--- src/rtl/mdfb_pkg.sv ---
// Shared constants, types and codes of the monochrome display framebuffer.
package mdfb_pkg;

    localparam int COLUMNS    = 128;
    localparam int PAGES      = 8;
    localparam int HEAD_STEPS = 3;

    localparam int COL_W   = (COLUMNS > 1) ? $clog2(COLUMNS) : 1;
    localparam int PAGE_W  = (PAGES > 1) ? $clog2(PAGES) : 1;
    localparam int ADDR_W  = COL_W + PAGE_W;
    localparam int DEPTH   = 1 << ADDR_W;
    localparam int STEP_W  = $clog2(COLUMNS + HEAD_STEPS);

    localparam logic [7:0] CMD_PAGE_BASE = 8'hB0;
    localparam logic [7:0] CMD_COL_LOW   = 8'h00;
    localparam logic [7:0] CMD_COL_HIGH  = 8'h10;

    // input command codes
    localparam logic [2:0] OP_DRAW     = 3'd0;
    localparam logic [2:0] OP_CLR_PAGE = 3'd1;
    localparam logic [2:0] OP_CLR_ALL  = 3'd2;
    localparam logic [2:0] OP_REFRESH  = 3'd3;
    localparam logic [2:0] OP_NEXT     = 3'd4;

    // register indexes (word address)
    localparam logic REG_COL_OFFSET = 1'b0;
    localparam logic [7:0] COL_OFFSET_RESET = 8'd2;

    typedef enum logic [2:0] {
        ST_INIT,
        ST_IDLE,
        ST_DRAW_WR,
        ST_CLR_PAGE,
        ST_CLR_ALL,
        ST_BYTE
    } mdfb_state_t;

    typedef enum logic [1:0] {
        WS_DRAW,
        WS_PAGE,
        WS_ALL
    } mdfb_wsel_t;

    typedef struct packed {
        logic       accept;
        logic       rd_en;
        logic       we;
        mdfb_wsel_t wsel;
        logic       sweep_en;
        logic       arm;
        logic       load_out;
    } mdfb_cmd_t;

    typedef struct packed {
        logic [2:0] in_op;
        logic       point_ok;
        logic       page_ok;
        logic       sweep_done;
        logic       scan_active;
        logic       out_free;
    } mdfb_status_t;

endpackage

--- src/rtl/mdfb_ctrl.sv ---
// Controller state machine of the display framebuffer.
module mdfb_ctrl (
    input  logic                  aclk,
    input  logic                  aresetn,
    input  logic                  s_tvalid,
    output logic                  s_tready,
    input  mdfb_pkg::mdfb_status_t status,
    output mdfb_pkg::mdfb_cmd_t    cmd
);
    import mdfb_pkg::*;

    mdfb_state_t state_reg, state_next;

    always_ff @(posedge aclk) begin
        if (!aresetn) begin
            state_reg <= ST_INIT;
        end else begin
            state_reg <= state_next;
        end
    end

    always_comb begin
        state_next = state_reg;
        unique case (state_reg)
            ST_INIT: begin
                if (status.sweep_done) state_next = ST_IDLE;
            end
            ST_IDLE: begin
                if (s_tvalid) begin
                    unique case (status.in_op)
                        OP_DRAW:     state_next = status.point_ok ? ST_DRAW_WR : ST_IDLE;
                        OP_CLR_PAGE: state_next = status.page_ok ? ST_CLR_PAGE : ST_IDLE;
                        OP_CLR_ALL:  state_next = ST_CLR_ALL;
                        OP_NEXT:     state_next = ST_BYTE;
                        default:     state_next = ST_IDLE;
                    endcase
                end
            end
            ST_DRAW_WR: state_next = ST_IDLE;
            ST_CLR_PAGE, ST_CLR_ALL: begin
                if (status.sweep_done) state_next = ST_IDLE;
            end
            ST_BYTE: begin
                if (!status.scan_active || status.out_free) state_next = ST_IDLE;
            end
            default: state_next = ST_INIT;
        endcase
    end

    always_comb begin
        cmd      = '0;
        cmd.wsel = WS_ALL;
        s_tready = 1'b0;
        unique case (state_reg)
            ST_INIT: begin
                cmd.we       = 1'b1;
                cmd.sweep_en = 1'b1;
            end
            ST_IDLE: begin
                s_tready   = 1'b1;
                cmd.rd_en  = 1'b1;
                cmd.accept = s_tvalid;
                cmd.arm    = s_tvalid && (status.in_op == OP_REFRESH);
            end
            ST_DRAW_WR: begin
                cmd.we   = 1'b1;
                cmd.wsel = WS_DRAW;
            end
            ST_CLR_PAGE: begin
                cmd.we       = 1'b1;
                cmd.wsel     = WS_PAGE;
                cmd.sweep_en = 1'b1;
            end
            ST_CLR_ALL: begin
                cmd.we       = 1'b1;
                cmd.sweep_en = 1'b1;
                cmd.arm      = status.sweep_done;
            end
            ST_BYTE: begin
                cmd.load_out = status.scan_active && status.out_free;
            end
            default: begin
                cmd = '0;
            end
        endcase
    end

endmodule

--- config.mk ---
export PLATFORM = sky130hd
export DESIGN_NAME = mdfb_ctrl
export DESIGN_NICKNAME = d
export VERILOG_FILES = /design/src/rtl/mdfb_pkg.sv /design/src/rtl/mdfb_ctrl.sv
export SDC_FILE = /design/constraint.sdc
export NUM_CORES = 1
export LEC_CHECK = 0
export BUFFER_PORTS_ARGS = -buffer_cell sky130_fd_sc_hd__buf_2
export CORE_AREA = 2 2 39 41
export DETAILED_ROUTE_END_ITERATION = 12
export DIE_AREA = 0 0 41 43
export SLEW_MARGIN = 40
export SYNTH_ARGS = -nofsm -noshare
export SYNTH_HDL_FRONTEND = slang
export SYNTH_SLANG_ARGS = --single-unit
--- constraint.sdc ---
create_clock -name aclk -period 1.5 [get_ports aclk]
set_clock_uncertainty 0.1 [all_clocks]
set_input_delay 0.3 -clock aclk [delete_from_list [all_inputs] [get_ports aclk]]
set_output_delay 0.3 -clock aclk [all_outputs]
set_load 0.01 [all_outputs]
Yosys cells after proc, flatten, opt, wreduce, memory -nomap -nowiden
Cells that the tools add are included.
{"block": "word_totals", "ff_bits": 3, "in_bits": 11, "out_inout_bits": 9, "wordCells": 37}
{"block": "op_classes", "eq_ne": 12, "n_mux": 14, "reduce_logical": 10}
{"op": "$pmux 3 s4", "n": 2}
{"op": "$eq 3x2->1 const B", "n": 4}
{"op": "$eq 3x3->1 const B", "n": 3}
{"op": "$mux 3", "n": 3}
{"op": "$reduce_or 4->1", "n": 2}
{"op": "$eq 3x1->1 const B", "n": 2}
{"op": "$logic_not 3->1", "n": 2}
{"op": "$mux 2", "n": 3}
{"op": "$mux 1", "n": 4}
{"op": "$ne 2x2->1 const B", "n": 2}
{"op": "$pmux 2 s2", "n": 1}
{"op": "$reduce_and 3->1", "n": 1}
{"op": "$reduce_or 3->1", "n": 1}
{"op": "$logic_and 1x1->1", "n": 2}
{"op": "$ne 2x1->1 const B", "n": 1}
{"op": "$pmux 1 s2", "n": 1}
{"op": "$logic_not 1->1", "n": 1}
{"op": "$logic_or 1x1->1", "n": 1}

Longest topological paths before layout
Gate-level depths: netlist of the first run.
{"block": "logic_depth", "ltp_word": 4, "mapped_depth": 5, "depth_no_buf": 4}

Worst setup path before layout of the first run
OpenSTA, ideal clock, no wires.
{"block": "synth_path", "kind": "register -> output", "from": "reg state_reg[1]", "to": "out cmd[7] in the netlist's numbering", "arrival_time_ns": 1.019, "required_time_ns": 1.100, "setup_slack_ns": 0.081, "path_stages_with_launch": 4, "path_buffers": 0, "path_cell_list": "dfxtp_1 > nand2b_2 > nor2_1 > and2_2"}
{"item": "from (decl)", "line": "mdfb_ctrl.sv:12", "text": "mdfb_state_t state_reg, state_next;"}
{"item": "from (signal assigned)", "line": "mdfb_ctrl.sv:18", "text": "state_reg <= state_next;"}
{"item": "to (decl)", "line": "mdfb_ctrl.sv:8", "text": "output mdfb_pkg::mdfb_cmd_t cmd"}

==> run_results.csv, run 1 <==
group,metric,value,unit
setup_path,critPathSlowestCell,"dfxtp_2",
cts,cts_buffer_depth,2,
route,drt_iter0_drc,5,
global_routing,grt_max_degree,11,
cts,clock_sinks,3,
cts,clk_latency,0.23,ns
global_routing,grtUsageMet2,20.9,%
route,drt-pass1-iter-count,4,
setup_path,cp.depth,5,
sta,fmax,610,MHz
final_layout,multi_input_comb_area,249,sq um
die,die_w,41,um
synthesis,syn_avg_cell_area,7.80,sq um
synthesis,synth_cell_type_count,22,
setup_path,r2r_cells,7,
cts,cts.htree.levels,1,
final_layout,regArea,68.8,sq um
setup_path,critical_path_required,1.10,ns
setup_path,end_kind,"primary output",
run_status,failed_checks,"setup timing",
cts,clk_pin_slew,0.04,ns
synthesis,seq_area_frac_synth,19.8,%
final_layout,drive_above_1_share,66.2,%
cts,root_buffer,"clkbuf_4",
die,start_util,22.0,%
route,wire_per_inst,10.8,um
die,io_pins,20,
setup_path,crit_buf_inv,2,
synthesis,yosys_warnings,0,
global_routing,grt.busiest_layer,"met2",
setup_path,cp_slowest_stage_delay,0.31,ns
route,routed_wl,905,um
final_layout,area_growth,82.3,%
setup_path,worst-r2r-setup-slack,0.19,ns
power,pwr_density_cell,929,nW/um^2
synthesis,yosysTopAreaCellShare,19.8,%
cts,ctsHoldBuffers,0,
setup_path,worstPathArrival,1.24,ns
sta,setup_ws,-0.140,ns
die,num_rows,14,
global_routing,gr-total-overflow,0,
setup_path,cp_cell_sequence,"nand2b_4 -> buf_4 -> nor2_4 -> and2_4 -> buf_6",
sta,relSlewSlack,82.7,%
sta,finalMaxSlewViolations,0,
power,finalPower,0.515,mW
route,via_per_inst,4.40,
synthesis,yosys.area.top_type,"dfxtp_1",
global_routing,grt_pass1_vias,395,
global_routing,globalRouteMet3Util,3.14,%
global_routing,track_usage,12.9,%
synthesis,synth_fp_nets,50,
final_layout,largest_reg_flops,3,
place,pre_cts_slack,0.0308,ns
die,dieArea,1760,sq um
sta,finalCriticalPeriod,1.64,ns
worst_hold_path,hold_class,"in -> reg",
route,vias,370,
final_layout,layout.nets,80,
die,fp.dieH,43,um
worst_hold_path,holdPathStages,3,
setup_path,worstSetupStartpointType,"flop",
setup_path,worst-path-max-fanout,4,
power,p_leak,0.252,nW
global_routing,met1_usage,14.1,%
sta,tightestPinTransition,0.260,ns
place,hpwl,628,um
place,gp_congestion,0.682,
final_layout,fill_cells,152,
sta,rsz0062_at_grt,"true",
sta,setup_viol,4,
synthesis,synthTopCellsByArea,"dfxtp_1, mux2i_1, nand2_1",
die,core_region_area,1380,sq um
setup_path,crit_family,"simple AND/OR/NAND/NOR gates",
final_layout,num_antenna_cells,0,
global_routing,antenna_found_initial,0,
global_routing,grt_pass1_wl,1510,um
cts,cts_tree,"built",
synthesis,ys_ff_latch,3,
setup_path,critPathKind,"reg -> out",
sta,finalHoldViolCount,0,
route,postRouteAntennaNets,0,
sta,period_share,109,%
cts,numCtsBuffers,3,
synthesis,netlist_area,304,sq um
run_status,status,"complete, but fails checks",
route,drc,0,
synthesis,syn-instance-count,39,
job,maxCapViolCount,0,
place,numPortBuffers,19,
power,ir_drop,0.000265,V
==> path summary, 6_finish.rpt <==
path	startpoint	end
min	aresetn	state_reg[2]
max reg2reg	state_reg[1]	state_reg[0]
min reg2reg	state_reg[0]	state_reg[0]
max	state_reg[1]	cmd[7]
==> synth_stat cells, drive strengths merged <==
cell type  count
dfxtp          3
nand3          1
nand4b         2
nand2          6
a21o           2
nand2b         1
mux2i          3
nand3b         1
mux2           1
o21ai          1
buf            2
and2           2
xor2           1
inv            2
nor3           3
nand4          1
a21oi          1
o31ai          1
o22ai          1
nor2           4
==> repair_timing <==
| item | CTS | global route |
|---|---|---|
| pin swaps | 3 | 5 |
| resized for setup | 11 | 10 |
| endpoints found under the setup margin | 8 | 7 |
| buffers inserted | 5 | 1 |
==> cell usage in the layout, fill, tap and decap left out <==
master	synthesis	final
xor2_1	1	1
o31ai_1	1	1
o21ai_0	1	1
nand2b_4	0	1
inv_1	2	1
nor3_2	2	2
nor2_1	4	2
clkbuf_1	0	1
o22ai_2	1	1
a21o_1	2	2
buf_4	1	8
buf_6	1	4
inv_4	0	1
and2_4	0	2
nand3b_1	1	1
dfxtp_2	0	1
nand4_1	1	1
mux2i_1	3	3
nand3_1	1	1
nand2_1	6	5
nor2_2	0	1
buf_2	0	15
nand4b_1	2	2
nor3_4	0	1
clkbuf_4	0	3
mux2_2	1	1
dfxtp_4	0	2
a21oi_1	1	1
nor2_4	0	1
nand2_2	0	1
==> worst register-to-register path, stage by stage, from the launching register on <==
cell and delay [ns]:
dfxtp_2 0.32, nand2b_4 0.14, nor3_4 0.04, buf_4 0.13
buf_4 0.12, buf_4 0.12, a21o_1 0.14, mux2i_1 0.12
==> cell families (layout without fill, tap and decap cells) <==
group           count (synthesis)  in the layout  share of synthesized area (%)
compound gates                  6              6                           14.8
buf+inv                         4             33                           8.64
mux                             4              4                           13.6
flops                           3              3                           19.8
xor+xnor                        1              1                           2.88
simple gates                   21             21                           40.3
==> metrics by stage <==
step	instances	instance area (sq um)	hold WS, ns	utilization (%)	TNS (ns)
2_1_floorplan	39	304	0.346	-	0
3_3_place_gp	74	415	0.400	30.0	0
5_1_grt	84	554	0.287	40.1	-0.557
6_report	84	554	0.270	40.1	-0.300
3_5_place_dp	74	415	0.411	30.0	0
4_1_cts	83	512	0.258	37.0	-0.188
==> report_power, final <==
group | leakage, nW | internal, mW | switching (mW) | total [mW]
clock | 0.0150 | 0.0997 | 0.0414 | 0.141
combinational | 0.211 | 0.150 | 0.114 | 0.263
sequential | 0.0264 | 0.0912 | 0.0190 | 0.110
total | 0.252 | 0.341 | 0.174 | 0.515
==> metal layers <==
layer | vias to the layer above | share of wire [%]
li1 | 195 | -
met3 | 0 | 4.6
met1 | 164 | 40
met4 | 0 | 0
met5 | - | 0
met2 | 11 | 55
==> layout make-up <==
class,instances,area share (%)
multi-input combinational,32,44.9
timing repair buffer,27,32.5
sequential,3,12.4
clock buffer,4,4.74
tap,16,3.61
inverter,2,1.81
No activity file was read; power rests on OpenSTA's default activity.
==> run 2: changes to the inputs <==
--- a/config.mk
+++ b/config.mk
@@ -9,6 +9,7 @@
 export CORE_AREA = 2 2 39 41
 export DETAILED_ROUTE_END_ITERATION = 12
 export DIE_AREA = 0 0 41 43
+export PLACE_DENSITY = 0.47
 export SLEW_MARGIN = 40
 export SYNTH_ARGS = -nofsm -noshare
 export SYNTH_HDL_FRONTEND = slang
==> run 2 against run 1 <==
Compared with the run above:
- the flow still finishes with violations (setup timing)
- wire length down 8.2%
- global-route usage fell by 2.9 points
- largest cell class unchanged
- total power down 0.12%
- critical path type unchanged
- sequential share of layout area grew 0.35 points
- critical path depth decreased by 1
- setup slack better by 0.044 ns
- final cell count shrank 1.2%
- first-iteration DRC count increased by 60%
- register-to-register slack improved by 0.03 ns
- design area decreased by 2.7%
- hold slack worse by 0.0067 ns
==> run_results.csv, run 2 (synthesis results as in run 1) <==
group,metric,value,unit
sta,fmax,626,MHz
global_routing,grt_pass1_wl,1190,um
die,fp.dieH,43,um
route,via_per_inst,4.48,
final_layout,fin_cells,83,
final_layout,area_growth,77.4,%
run_status,status,"complete, but fails checks",
power,combinationalPowerShare,51.7,%
global_routing,track_usage,10.0,%
sta,finalMaxSlewViolations,0,
run_status,failed_checks,"setup timing",
die,io_pins,20,
setup_path,worst-path-max-fanout,10,
setup_path,cp_cell_sequence,"nor3_4 -> nand4_1 -> o31ai_1 -> buf_2",
route,highest_layer,"met3",
setup_path,crit_family,"flip-flops",
route,drt_iter0_drc,8,
final_layout,layout.nets,79,
die,num_rows,14,
route,wire_per_inst,10.0,um
power,p_sw_share,32.6,%
cts,cts_buffer_depth,2,
sta,finalCriticalPeriod,1.60,ns
route,route.met2.wl,400,um
final_layout,largest_reg_flops,3,
final_layout,drive_above_1_share,64.2,%
final_layout,stdcell_area,539,sq um
setup_path,worstPathArrival,1.20,ns
setup_path,critPathSlowestCell,"dfxtp_4",
sta,relSlewSlack,84.0,%
power,pwr_density_cell,953,nW/um^2
sta,tightestPinTransition,0.240,ns
setup_path,end_kind,"primary output",
place,placed_area,423,sq um
die,core_region_area,1380,sq um
place,pre_cts_slack,0.0637,ns
sta,setup_ws,-0.0962,ns
sta,setup_viol,4,
final_layout,num_antenna_cells,0,
setup_path,worstSetupStartpointType,"flop",
route,m1WireLength,385,um
final_layout,layout_commonest_cell,"buf_2",
sta,period_share,106,%
final_layout,final_cell_mix,"buf_2, nand2_1, buf_6, buf_4",
power,p_int,0.347,mW
cts,cts_tree,"built",
place,gp_congestion,0.663,
die,die_w,41,um
final_layout,utilization,39.0,%
place,numPortBuffers,19,
route,vias,372,
job,maxCapViolCount,0,
route,routed_wl,831,um
die,start_util,22.0,%
cts,numCtsBuffers,3,
sta,rsz0062_at_grt,"true",
sta,fin_tns_setup,-0.171,ns
global_routing,gr-total-overflow,0,
route,wl_met3,45,um
cts,clk_latency,0.23,ns
route,drc,0,
place,hpwl,644,um
sta,finalHoldWorstSlack,0.263,ns
route,postRouteAntennaNets,0,
power,seq_power_share,20.9,%
power,clkPwrFrac,27.4,%
global_routing,antenna_found_initial,0,
cts,root_buffer,"clkbuf_4",
cts,cts.htree.levels,1,
die,dieArea,1760,sq um
place,dp_cells,75,
power,p_switching,0.167,mW
power,finalPower,0.514,mW
power,p_leak,0.247,nW
setup_path,cp_slowest_stage_delay,0.38,ns
setup_path,crit_buf_inv,1,
setup_path,critical_path_required,1.10,ns
setup_path,critPathKind,"reg -> out",
global_routing,grt_pass1_vias,316,
global_routing,grt_max_degree,11,
final_layout,fill_cells,150,
sta,finalHoldViolCount,0,
worst_hold_path,hold_class,"in -> reg",
route,drt-pass1-iter-count,3,
cts,clk_pin_slew,0.04,ns
cts,clock_sinks,3,
power,ir_drop,0.000260,V
## run 2: cell count changes in the layout (fill, tap and decap cells not counted), sizes merged
cell  previous run  this run
buf             27        26
## run 2: per-layer routing
metal  vias to the layer above  track usage (%)
met2                        14             16.3
met4                         0             8.00
met5                         -                0
li1                        194                -
met3                         0             1.57
met1                       164             10.5
## run 2: worst paths after layout
check / startpoint / endpoint / slack [ns] / cells past startpoint
max: state_reg[2] / cmd[1] / -0.1 / 4
min: aresetn / state_reg[2] / 0.26 / 3
max reg2reg: state_reg[1] / state_reg[2] / 0.22 / 7
min reg2reg: state_reg[0] / state_reg[0] / 0.41 / 2
## run 2: layout make-up
type                            count  area, sq um  share of cell area, %
Multi-Input combinational cell     32          243                   45.0
Timing Repair Buffer               26          174                   32.3
Sequential cell                     3         68.8                   12.8
Clock buffer                        4         26.3                   4.87
Tap cell                           16         20.0                   3.71
Inverter                            2         7.51                   1.39
## run 2: tightest hold or removal path: stages
cell and delay [ns]:
buf_2 0.13, nand2_1 0.06, mux2i_1 0.05
## run 2: repair_timing
action,in CTS,in global routing
pin swaps,3,3
hold buffers,0,0
resized for setup,8,12
buffers inserted,2,2
setup endpoints to repair,7,5
hold endpoints to repair,0,0
## run 2: power by group through the flow
stage,sequential [mW],combinational (mW),clock (mW)
after floorplan,0.0969,0.121,0
final,0.107,0.266,0.141
after detailed placement,0.102,0.183,0
after CTS,0.108,0.211,0.147
after global routing,0.109,0.292,0.156
after global placement,0.101,0.183,0
